File: config.mk
export PLATFORM = sky130hd
export DESIGN_NAME = hll_queue
export DESIGN_NICKNAME = d
export VERILOG_FILES = /design/src/rtl/core/hll_pkg.sv /design/src/rtl/core/hll_queue.sv
export SDC_FILE = /design/constraint.sdc
export NUM_CORES = 1
export LEC_CHECK = 0
export ABC_AREA = 1
export BUFFER_PORTS_ARGS = -buffer_cell sky130_fd_sc_hd__buf_2
export CAP_MARGIN = 20
export CORE_ASPECT_RATIO = 0.5
export CORE_UTILIZATION = 60
export CTS_BUF_LIST = sky130_fd_sc_hd__clkbuf_4 sky130_fd_sc_hd__clkbuf_8 sky130_fd_sc_hd__clkbuf_16
export CTS_CLUSTER_DIAMETER = 40
export DETAILED_ROUTE_END_ITERATION = 16
export PLACE_DENSITY = 0.94
export REMOVE_ABC_BUFFERS = 1
export SYNTH_ARGS = -nofsm -noshare
export SYNTH_HDL_FRONTEND = slang
export SYNTH_SLANG_ARGS = --single-unit
File: constraint.sdc
create_clock -name clk -period 3.38 [get_ports clk]
set_input_delay 1.014 -clock clk [delete_from_list [all_inputs] [get_ports clk]]
set_output_delay 1.014 -clock clk [all_outputs]
set_load 0.02 [all_outputs]
File: src/rtl/core/hll_pkg.sv
// Shared types, constants and a helper function for the HyperLogLog register update block.
package hll_pkg;

    localparam int DEFAULT_MAX_PRECISION = 14;
    localparam int PRECISION_RESET       = 14;
    localparam int MIN_PRECISION         = 4;
    localparam int QUEUE_DEPTH           = 4;

    localparam int KEY_W       = 64;
    localparam int INDEX_W     = 14;
    localparam int RANK_W      = 6;
    localparam int BIN_W       = 6;
    localparam int BIN_COUNT_W = 15;
    localparam int CFG_INDEX_W = 1;
    localparam int CFG_DATA_W  = 4;
    localparam int MIXER_W     = 2;

    localparam logic [CFG_INDEX_W-1:0] CFG_PRECISION = 1'b0;
    localparam logic [CFG_INDEX_W-1:0] CFG_MIXER     = 1'b1;

    localparam logic [MIXER_W-1:0] MIX_MURMUR = 2'd0;
    localparam logic [MIXER_W-1:0] MIX_WANG   = 2'd1;

    localparam logic [63:0] MURMUR_C1 = 64'hff51afd7ed558ccd;
    localparam logic [63:0] MURMUR_C2 = 64'hc4ceb9fe1a85ec53;
    localparam logic [63:0] RAN_MUL1  = 64'd3935559000370003845;
    localparam logic [63:0] RAN_ADD   = 64'd2691343689449507681;
    localparam logic [63:0] RAN_MUL2  = 64'd4768777513237032717;

    typedef enum logic [1:0] {
        CMD_ADD      = 2'd0,
        CMD_MERGE    = 2'd1,
        CMD_READ_REG = 2'd2,
        CMD_READ_BIN = 2'd3
    } cmd_t;

    typedef enum logic [1:0] {
        OP_UPDATE   = 2'd0,
        OP_READ_REG = 2'd1,
        OP_READ_BIN = 2'd2
    } op_kind_t;

    typedef struct packed {
        op_kind_t          kind;
        logic [RANK_W-1:0] rank;
        logic [BIN_W-1:0]  bin;
    } op_t;

    typedef struct packed {
        logic [BIN_COUNT_W-1:0] bin_count;
        logic                   updated;
        logic [RANK_W-1:0]      rank_out;
        logic [INDEX_W-1:0]     reg_index;
    } result_t;

    function automatic logic [3:0] lzc8(input logic [7:0] v);
        logic [3:0] n;
        logic       run;
        n   = '0;
        run = 1'b1;
        for (int i = 7; i >= 0; i--)
        begin
            if (run && !v[i])
            begin
                n = n + 4'd1;
            end
            else
            begin
                run = 1'b0;
            end
        end
        return n;
    endfunction

endpackage

File: src/rtl/core/hll_queue.sv
// Short queue between front end and back end.
module hll_queue #(
    parameter int WIDTH = 8,
    parameter int DEPTH = hll_pkg::QUEUE_DEPTH
) (
    input  logic             clk,
    input  logic             rst_n,
    input  logic             in_valid,
    output logic             in_ready,
    input  logic [WIDTH-1:0] in_data,
    output logic             out_valid,
    input  logic             out_ready,
    output logic [WIDTH-1:0] out_data
);
    import hll_pkg::*;

    localparam int PTR_W = (DEPTH > 1) ? $clog2(DEPTH) : 1;
    localparam int CNT_W = $clog2(DEPTH + 1);

    logic [WIDTH-1:0] slots_reg [DEPTH];
    logic [PTR_W-1:0] wr_ptr_reg;
    logic [PTR_W-1:0] rd_ptr_reg;
    logic [CNT_W-1:0] count_reg;
    logic             push;
    logic             pop;

    assign in_ready  = (count_reg != CNT_W'(DEPTH));
    assign out_valid = (count_reg != '0);
    assign out_data  = slots_reg[rd_ptr_reg];
    assign push      = in_valid && in_ready;
    assign pop       = out_valid && out_ready;

    always_ff @(posedge clk)
    begin
        if (push)
        begin
            slots_reg[wr_ptr_reg] <= in_data;
        end
    end

    always_ff @(posedge clk or negedge rst_n)
    begin
        if (!rst_n)
        begin
            wr_ptr_reg <= '0;
            rd_ptr_reg <= '0;
            count_reg  <= '0;
        end
        else
        begin
            if (push)
            begin
                wr_ptr_reg <= (wr_ptr_reg == PTR_W'(DEPTH - 1)) ? '0 : wr_ptr_reg + PTR_W'(1);
            end
            if (pop)
            begin
                rd_ptr_reg <= (rd_ptr_reg == PTR_W'(DEPTH - 1)) ? '0 : rd_ptr_reg + PTR_W'(1);
            end
            if (push && !pop)
            begin
                count_reg <= count_reg + CNT_W'(1);
            end
            else if (pop && !push)
            begin
                count_reg <= count_reg - CNT_W'(1);
            end
        end
    end

endmodule

==> results of run 1 <==
-- power groups by stage --
stage / clock network [mW] / logic [mW] / registers, mW
2_1_floorplan: 0 / 0.443 / 0.745
3_3_place_gp: 0 / 0.592 / 0.766
3_5_place_dp: 0 / 0.622 / 0.776
4_1_cts: 0.470 / 0.645 / 0.769
5_1_grt: 0.489 / 0.720 / 0.786
6_report: 0.471 / 0.641 / 0.770
-- kinds of logic (layout without fill, tap and decap cells) --
| family | count (synthesis) | after routing | share of synthesized area [%] |
|---|---|---|---|
| and+or+nand+nor | 53 | 53 | 12.55 |
| DFF | 39 | 39 | 64.76 |
| xor gates and xnor gates | 1 | 1 | 0.4994 |
| buffers and inverters | 35 | 60 | 9.628 |
| AOI/OAI and AO/OA | 17 | 17 | 7.133 |
| adders and majority gates | 7 | 7 | 5.421 |
-- synthesized netlist by cell type --
| master | instances |
|---|---|
| nand3_1 | 6 |
| nand2_2 | 2 |
| inv_2 | 1 |
| nor2_1 | 6 |
| ha_1 | 6 |
| dfrtp_1 | 7 |
| xnor2_1 | 1 |
| o211ai_1 | 16 |
| buf_6 | 5 |
| inv_1 | 29 |
| fa_1 | 1 |
| nand2_1 | 37 |
| o21ai_0 | 1 |
| nand4_1 | 1 |
| edfxtp_1 | 32 |
| nand3_2 | 1 |
-- final timing paths --
kind                       slack (ns)  depth (start not counted)          start             to
min                              0.52                          2   count_reg[2]   count_reg[2]
max                              0.49                          4  rd_ptr_reg[0]    out_data[3]
min reg2reg                      0.52                          2   count_reg[2]   count_reg[2]
min in group asynchronous        0.54                          1          rst_n  wr_ptr_reg[0]
max in group asynchronous        2.68                          1          rst_n   count_reg[1]
max reg2reg                      1.53                         10   count_reg[1]   count_reg[2]
-- final cells by class --
type | count | area (um2)
sequential | 39 | 1136
timing repair buffer | 22 | 112.6
fill | 172 | 690.7
tap | 37 | 46.29
multi-input combinational | 78 | 449.2
clock inverter | 2 | 60.06
inverter | 30 | 112.6
clock buffer | 6 | 76.32
-- per-stage QoR --
| step | util [%] | cell area, um2 | total power, mW | worst slack (ns) | instances |
|---|---|---|---|---|---|
| 5_1_grt | 74.27 | 1993 | 1.996 | 0.3883 | 214 |
| 3_3_place_gp | 69.18 | 1857 | 1.357 | 1.028 | 206 |
| 6_report | 74.27 | 1993 | 1.882 | 0.4855 | 214 |
| 2_1_floorplan | - | 1698 | 1.188 | 1.184 | 147 |
| 4_1_cts | 74.27 | 1993 | 1.884 | 0.4978 | 214 |
| 3_5_place_dp | 69.18 | 1857 | 1.399 | 0.9174 | 206 |
-- routing by layer --
metal,vias up,routed length [um],track usage [%]
li1,548,-,-
met1,526,1435,28.34
met2,39,1619,42.32
met3,9,182,9.091
met4,0,61,10.65
met5,-,0,0
-- cells in the final DEF (no fill, tap or decap) --
cell type,synthesis,final
o21ai_0,1,1
o211ai_1,16,16
nand3_2,1,1
dfrtp_1,7,7
bufinv_16,0,2
ha_1,6,6
nand3_1,6,6
fa_1,1,1
buf_4,0,1
xnor2_1,1,1
inv_2,1,1
edfxtp_1,32,32
nand2_1,37,37
nand4_1,1,1
inv_1,29,29
clkbuf_8,0,5
clkbuf_4,0,1
nor2_1,6,6
buf_2,0,21
nand2_2,2,2
-- critical path, cell delays in order (launching register included) --
cell,delay [ns]
dfrtp_1,0.98
nand2_1,0.19
o211ai_1,0.15
nand2_1,0.09
buf_2,0.17
==> metrics.md, run 1 <==
| Metric | Value |
|---|---|
| Outcome | `finished clean` |
| TNS Setup | `0 ns` |
| Final Cycle Share | `85.64%` |
| Worst hold path class | `reg -> reg` |
| Max frequency | `around 350 MHz` |
| Clock power share | `about a quarter` |
| GR Util All Layers | `24.21%` |
| Net load switching power | `0.7057 mW` |
| Flop pwr share | `40.9%` |
| Final WL | `between 3000 and 4000 um` |
| Drt wl/cell | `15.42 um` |
| Share of layout cells above drive strength 1 | `approximately a fifth` |
| Yosys cell types | `16` |
| Routability congestion estimate | `0.7123` |
| Via count of the routed design | `between 1000 and 1500` |
| CTS tree | `built` |
| RSZ-0062 raised after global routing | `no` |
| Lkg Pwr | `0.8802 nW` |
| Root Driver | `clkbuf_8` |
| Antenna cells | `0` |
| CTS-repair resized insts | `0` |
| #FFs+latches synth | `39` |
| Final Hold Violating Endpoints | `0` |
| Final setup skew | `around 0.0038 ns` |
| I/O pin cnt | `22` |
| Worst Setup End Kind | `output pin` |
| Post-Syn Area | `1754 um2` |
| Post-CTS setup buffer count | `0` |
| Largest net degree at the start of global routing | `34` |
| Initial Util | `between 60 and 70%` |
| Power Dens Cells | `944.3 nW/um2` |
| Critical path class | `reg -> out` |
| DRT iter0 DRCs | `between 100 and 150` |
| Chip Height | `40.24 um` |
| Total grt overflow | `0` |
| CTS Buf Count | `5` |
| Tmin final | `about 2.9 ns` |
| Required time worst endpoint | `~2.4 ns` |
| Worst-Margin Slew | `0.9634 ns` |
| Net Sw Frac | `37.49%` |
| CTS clk-pin slew, worst paths | `0.07 ns` |
| Post-DP HPWL | `1987 um` |
| VDD IR max | `0.0006223 V` |
| Row count | `13` |
| Max Slew Vio Count | `0` |
| Logic pwr share | `34.1%` |
| Htree depth | `2` |
| Worst EP arrival | `1.88 ns` |
| Synthesized instance count | `152` |
| Seq/Total Area, Yosys | `between 60 and 70%` |
| CP Launch Type | `register` |
| Nets@finish | `195` |
| Post-synth top area cell | `edfxtp_1` |
| Initial antenna violation count | `0` |
| Vias in the first global route | `between 1000 and 1500` |
| Fin Hold WS | `0.5180 ns` |
| Syn Area/Cell | `11.54 um2` |
| Yosys Warn Count | `0` |
| Max FFs per register | `32` |
| CTS Sinks | `39` |
| DR pass1 iterations | `4` |
| DRT antenna net count | `0` |
| Synth top area share | `a little over half` |
| DRC viols | `0` |
| Most area-consuming cells after synthesis | `edfxtp_1, dfrtp_1, nand2_1` |
| First-pass GRT wire length | `5119 um` |
| Slew headroom | `a little over a third` |
| Die width | `78.47 um` |
| Worst-skew pair later-pin latency | `0.30 ns` |
| Max Cap Violations | `0` |
| P_int | `roughly 1.2 mW` |
| Core box area | `2684 um2` |
| Crit path max fanout | `33` |
| Longest Clk Path Bufs | `2` |
| # setup viols final | `0` |
| DIE AREA | `roughly 3200 um2` |
| Syn-to-layout area delta | `13.62%` |
| Vias/cell | `5.243` |
| Port Buf Inserts | `21` |
| CTS Hold Buffers Added | `0` |
Note: power is estimated with default switching activity, not from simulation.
==> run 2: changes to the inputs <==
- ABC_AREA: 1 -> not set
- CORE_UTILIZATION: 60 -> 55
- PLACE_DENSITY: 0.94 -> 0.89
- clock period: 3.38 -> 2.77 ns (I/O delays scaled with it)
==> run 2 against run 1 <==
Effect of this change:
- final area fell by 7.2%
- combinational power rose by 3%
- power increased by 8.9%
- via count fell by 32%
- die area decreased by 0.84%
- synthesized area fell by 9.1%
- global-route usage fell by 7.1 points
- critical path depth decreased by 2
- non-clock buffer count decreased by 1
==> metrics.md, run 2 <==
| Metric | Value |
|---|---|
| Yosys cell types | `18` |
| Most common cell after layout, fill and taps aside | `edfxtp_1` |
| Chip Height | `40.07 um` |
| DRT iter0 DRCs | `56` |
| Routability congestion estimate | `0.7090` |
| Crit path cell chain | `mux4_2 > buf_2` |
| Post-synth top area cell | `edfxtp_1` |
| CTS Buf Count | `5` |
| Seq/Total Area, Yosys | `71.27%` |
| Final Hold Violating Endpoints | `0` |
| Longest Clk Path Bufs | `2` |
| Outcome | `finished clean` |
| Port Buf Inserts | `21` |
| Routing usage on met1 | `between 20% and 30%` |
| Commonest cells after routing, fill and taps aside | `edfxtp_1, buf_2, mux4_2` |
| Slowest Stage Delay on Critical Path | `0.70 ns` |
| First-pass GRT wire length | `around 3600 um` |
| Via count of the routed design | `759` |
| Required time worst endpoint | `1.94 ns` |
| Htree depth | `2` |
| # setup viols final | `0` |
| I/O pin cnt | `22` |
| Worst-skew pair later-pin latency | `~0.28 ns` |
| Initial antenna violation count | `0` |
| Critical R2R Launch | `count_reg[0]` |
| #FFs+latches synth | `39` |
| Worst hold path class | `in -> async` |
| Nets@finish | `between 100 and 150` |
| Vias/cell | `5.345` |
| Syn Area/Cell | `20.44 um2` |
| GR Util All Layers | `17.13%` |
| Crit path max fanout | `11` |
| Power Dens Cells | `1108 nW/um2` |
| Place WS | `0.4851 ns` |
| Max FFs per register | `32` |
| Tmin final | `between 2 and 3 ns` |
| Worst-Margin Slew | `0.5588 ns` |
| Lkg Pwr | `0.7116 nW` |
| Layer with the highest usage | `met2` |
| DR pass1 iterations | `4` |
| TNS Setup | `0 ns` |
| Max Cap Violations | `0` |
| CTS Hold Buffers Added | `0` |
| CTS clk-pin slew, worst paths | `roughly 0.070 ns` |
| Antenna cells | `0` |
| Worst Setup End Kind | `output pin` |
| Synthesized instance count | `78` |
| Synth top area share | `60.28%` |
| CP Launch Type | `register` |
| Final Cycle Share | `92.45%` |
| DRT antenna net count | `0` |
| CTS Sinks | `39` |
| Worst EP arrival | `1.73 ns` |
| Yosys Warn Count | `0` |
| CTS-repair resized insts | `0` |
| Largest net degree at the start of global routing | `13` |
| Post-Syn Area | `approximately 1600 um2` |
| Inst Count DP | `134` |
| Vias in the first global route | `731` |
| Row count | `13` |
| Count leader, synth | `edfxtp_1` |
| Max frequency | `390.5 MHz` |
| Share of layout cells above drive strength 1 | `46.67%` |
| Final WS setup | `~0.21 ns` |
| Syn-to-layout area delta | `16.09%` |
| Critical-path top delay cell | `dfrtp_1` |
| DRC viols | `0` |
| Reg2Reg Depth | `8` |
| DIE AREA | `3130 um2` |
| Die width | `78.14 um` |
| Final setup skew | `between 0.006 and 0.007 ns` |
| Slew headroom | `62.75%` |
| CP startpoint | `rd_ptr_reg[0]` |
| Max Slew Vio Count | `0` |
| Grt met2 use | `28.51%` |
| Cell Count, Final, Fillers Out | `142` |
| VDD IR max | `around 0.00064 V` |
| Total grt overflow | `0` |
| Most area-consuming cells after synthesis | `edfxtp_1, mux4_2, dfrtp_1` |
| CP endpoint | `out_data[1]` |
| Worst reg2reg path endpoint | `count_reg[2]` |
| Post-CTS setup buffer count | `0` |
| Met3 Usage GRT | `7.045%` |
| Final WL | `2310 um` |
| Commonest cells in the netlist | `edfxtp_1, mux4_2, dfrtp_1, ha_1, and3_2` |
| Final Core Density | `69.37%` |
| Core box area | `2668 um2` |
| R2r setup slk | `0.54 ns` |
| Initial Util | `59.76%` |
| EDFF count, synth | `32` |
| Critical path class | `reg -> out` |
| Ys async rst share | `17.95%` |
| RSZ-0062 raised after global routing | `no` |
| Ys flop type | `edfxtp_1` |
| Drt wl/cell | `16.27 um` |
| CTS tree | `built` |
| Post-DP HPWL | `1560 um` |
| Root Driver | `clkbuf_8` |
-- run 2: worst min-delay path by stage --
stage,from,endpoint,slack [ns],cells after the start
after floorplan,count_reg[2],count_reg[2],0.45,1
after global placement,count_reg[2],count_reg[2],0.47,1
after detailed placement,count_reg[2],count_reg[2],0.48,1
after CTS,rst_n,wr_ptr_reg[1],0.37,1
after global routing,rst_n,rd_ptr_reg[0],0.37,1
final,rst_n,rd_ptr_reg[0],0.38,1
-- run 2: cell type report --
type                       count  area, um2
clock buffer                   7      83.83
clock inverter                 1      30.03
inverter                       3      11.26
sequential                    39       1136
fill                         172      817.0
timing repair buffer          21      105.1
tap                           37      46.29
multi-input combinational     34      437.9
-- run 2: report_power, final --
group	total (mW)	leakage [nW]	switching [mW]	internal [mW]
combinational	0.659	0.277	0.322	0.337
sequential	0.924	0.375	0.129	0.794
clock	0.467	0.0593	0.178	0.289
total	2.05	0.712	0.629	1.42
-- run 2: cell families (layout without fill, tap and decap cells) --
| logic type | count (synthesis) | count (layout) | synth area share, % |
|---|---|---|---|
| DFF | 39 | 39 | 71.27 |
| muxes | 13 | 13 | 15.31 |
| and+or+nand+nor | 11 | 11 | 4.553 |
| adders and majority gates | 7 | 7 | 5.965 |
| buffers and inverters | 5 | 32 | 1.255 |
| xor gates and xnor gates | 3 | 3 | 1.649 |
-- run 2: stage by stage --
step | area, um2 | hold WS, ns | power (mW)
after detailed placement | 1737 | 0.4793 | 1.603
after floorplan | 1585 | 0.4489 | 1.414
final | 1851 | 0.3769 | 2.050
after global routing | 1851 | 0.3697 | 2.173
after CTS | 1851 | 0.3722 | 2.068
after global placement | 1737 | 0.4721 | 1.577
-- run 2: routing by layer --
metal	routed length, um	vias to the layer above	share of wire (%)
li1	-	351	-
met1	1054	385	46
met2	1135	19	49
met3	99	4	4.3
met4	21	0	0.91
met5	0	-	0
-- run 2: critical path: cells and delay by family (launching register included) --
kind / cells / cell delay, ns
DFF: 1 / 0.70
muxes: 1 / 0.57
buffers and inverters: 1 / 0.17
==> run 3: changes to the inputs <==
- ABC_AREA: not set -> 1
- CORE_UTILIZATION: 55 -> 56
- SLEW_MARGIN: not set -> 0
==> run 3 against run 2 <==
Effect of this change:
- fmax rose by 12%
- core utilization rose by 1.7 points
- sequential share of layout area fell by 3.9 points
==> metrics.md, run 3 (same netlist as run 1, synthesis figures left out) <==
| Metric | Value |
|---|---|
| Commonest cells after routing, fill and taps aside | `nand2_1, edfxtp_1, inv_1` |
| Syn-to-layout area delta | `12.62%` |
| RSZ-0062 raised after global routing | `no` |
| DRT iter0 DRCs | `95` |
| R2r setup slk | `approximately 0.93 ns` |
| Max Cap Violations | `0` |
| Total grt overflow | `0` |
| Via count of the routed design | `1083` |
| Final Cycle Share | `82.50%` |
| Post-CTS setup buffer count | `0` |
| Htree depth | `2` |
| Critical path class | `reg -> out` |
| Worst-Margin Slew | `0.3560 ns` |
| Initial antenna violation count | `0` |
| Reg2Reg Depth | `10` |
| Max frequency | `437.6 MHz` |
| I/O pin cnt | `22` |
| CTS Buf Count | `5` |
| Post-route cell area | `between 1500 and 2000 um2` |
| Crit path max fanout | `11` |
| Critical R2R Launch | `count_reg[1]` |
| Routability congestion estimate | `0.7214` |
| Final setup skew | `0.005215 ns` |
| Worst reg2reg path endpoint | `count_reg[2]` |
| Row count | `13` |
| Pwr Total | `2.086 mW` |
| CP Launch Type | `register` |
| Vias/cell | `between 4 and 5` |
| Core box area | `2781 um2` |
| First-pass GRT wire length | `4857 um` |
| Antenna cells | `0` |
| Final Hold Violating Endpoints | `0` |
| Largest net degree at the start of global routing | `33` |
| Longest Clk Path Bufs | `2` |
| Worst EP arrival | `1.45 ns` |
| Post-DP Area | `about 1900 um2` |
| Final WL | `2920 um` |
| Tmin final | `between 2 and 2.5 ns` |
| DR pass1 iterations | `4` |
| CTS clk-pin slew, worst paths | `0.07 ns` |
| Slew headroom | `76.27%` |
| Initial Util | `63.07%` |
| Max FFs per register | `32` |
| CTS Sinks | `39` |
| Worst-skew pair later-pin latency | `0.29 ns` |
| Root Driver | `clkbuf_8` |
| Worst hold path class | `in -> async` |
| GR Util All Layers | `20.46%` |
| Die width | `81.15 um` |
| Worst Setup End Kind | `output pin` |
| Required time worst endpoint | `between 1.5 and 2 ns` |
| Share of layout cells above drive strength 1 | `about a fifth` |
| TNS Setup | `0 ns` |
| Port Buf Inserts | `21` |
| DRT antenna net count | `0` |
| CTS-repair resized insts | `0` |
| DRC viols | `0` |
| Chip Height | `a little over 40 um` |
| Post-DP HPWL | `approximately 2000 um` |
| Max Slew Vio Count | `0` |
| # setup viols final | `0` |
| Most common cell after layout, fill and taps aside | `nand2_1` |
| Vias in the first global route | `around 1100` |
| Outcome | `finished clean` |
| DIE AREA | `between 3000 and 4000 um2` |
| Drt wl/cell | `13.39 um` |
| VDD IR max | `between 0.0007 and 0.0008 V` |
| Lkg Pwr | `0.8772 nW` |
| CTS tree | `built` |
| Nets@finish | `between 150 and 200` |
| CTS Hold Buffers Added | `0` |
| Power Dens Cells | `between 1000 and 1500 nW/um2` |
==> run 3: area by class of cell <==
cell class / count / area [um2]
clock buffer: 6 / 76.32
inverter: 30 / 112.6
sequential: 39 / 1136
fill: 185 / 805.8
clock inverter: 2 / 12.51
multi-input combinational: 78 / 449.2
tap: 37 / 46.29
timing repair buffer: 26 / 142.6
==> run 3: how the worst max path moves through the flow <==
stage	start	end	slack [ns]	cells after the start
2_1_floorplan	rd_ptr_reg[0]	out_data[0]	0.76	2
3_3_place_gp	in_valid	count_reg[1]	0.72	8
3_5_place_dp	in_valid	count_reg[2]	0.63	10
4_1_cts	rd_ptr_reg[1]	out_data[7]	0.47	4
5_1_grt	rd_ptr_reg[1]	out_data[6]	0.32	4
6_report	rd_ptr_reg[1]	out_data[0]	0.48	4
==> run 3: critical path, stage by stage, from the launching register on <==
cell	delay [ns]
dfrtp_1	0.56
inv_1	0.24
o211ai_1	0.15
nand2_1	0.07
buf_2	0.16
==> run 3: metrics by stage <==
| stage | hold slack [ns] | worst slack [ns] | std cells | utilization, % |
|---|---|---|---|---|
| 3_5_place_dp | 0.5136 | 0.6328 | 210 | 67.84 |
| 2_1_floorplan | 0.4821 | 0.7566 | 147 | - |
| 5_1_grt | 0.3685 | 0.3193 | 218 | 71.03 |
| 3_3_place_gp | 0.5016 | 0.7221 | 210 | 67.84 |
| 6_report | 0.3684 | 0.4847 | 218 | 71.03 |
| 4_1_cts | 0.3664 | 0.4710 | 218 | 71.03 |
==> run 3: report_power, final <==
part	internal (mW)	total, mW	switching, mW	leakage (nW)
clock network	0.186	0.378	0.192	0.0446
logic	0.296	0.829	0.533	0.455
registers	0.788	0.879	0.0917	0.378
total	1.27	2.09	0.817	0.877
==> run 3: routing by layer <==
metal	vias up	share of wire, %	global-route usage [%]	wire, um
met5	-	0	0	0
met1	494	45	25.60	1310
li1	558	-	-	-
met2	27	49	33.28	1418
met4	0	1.4	7.857	41
met3	4	5.1	6.593	150
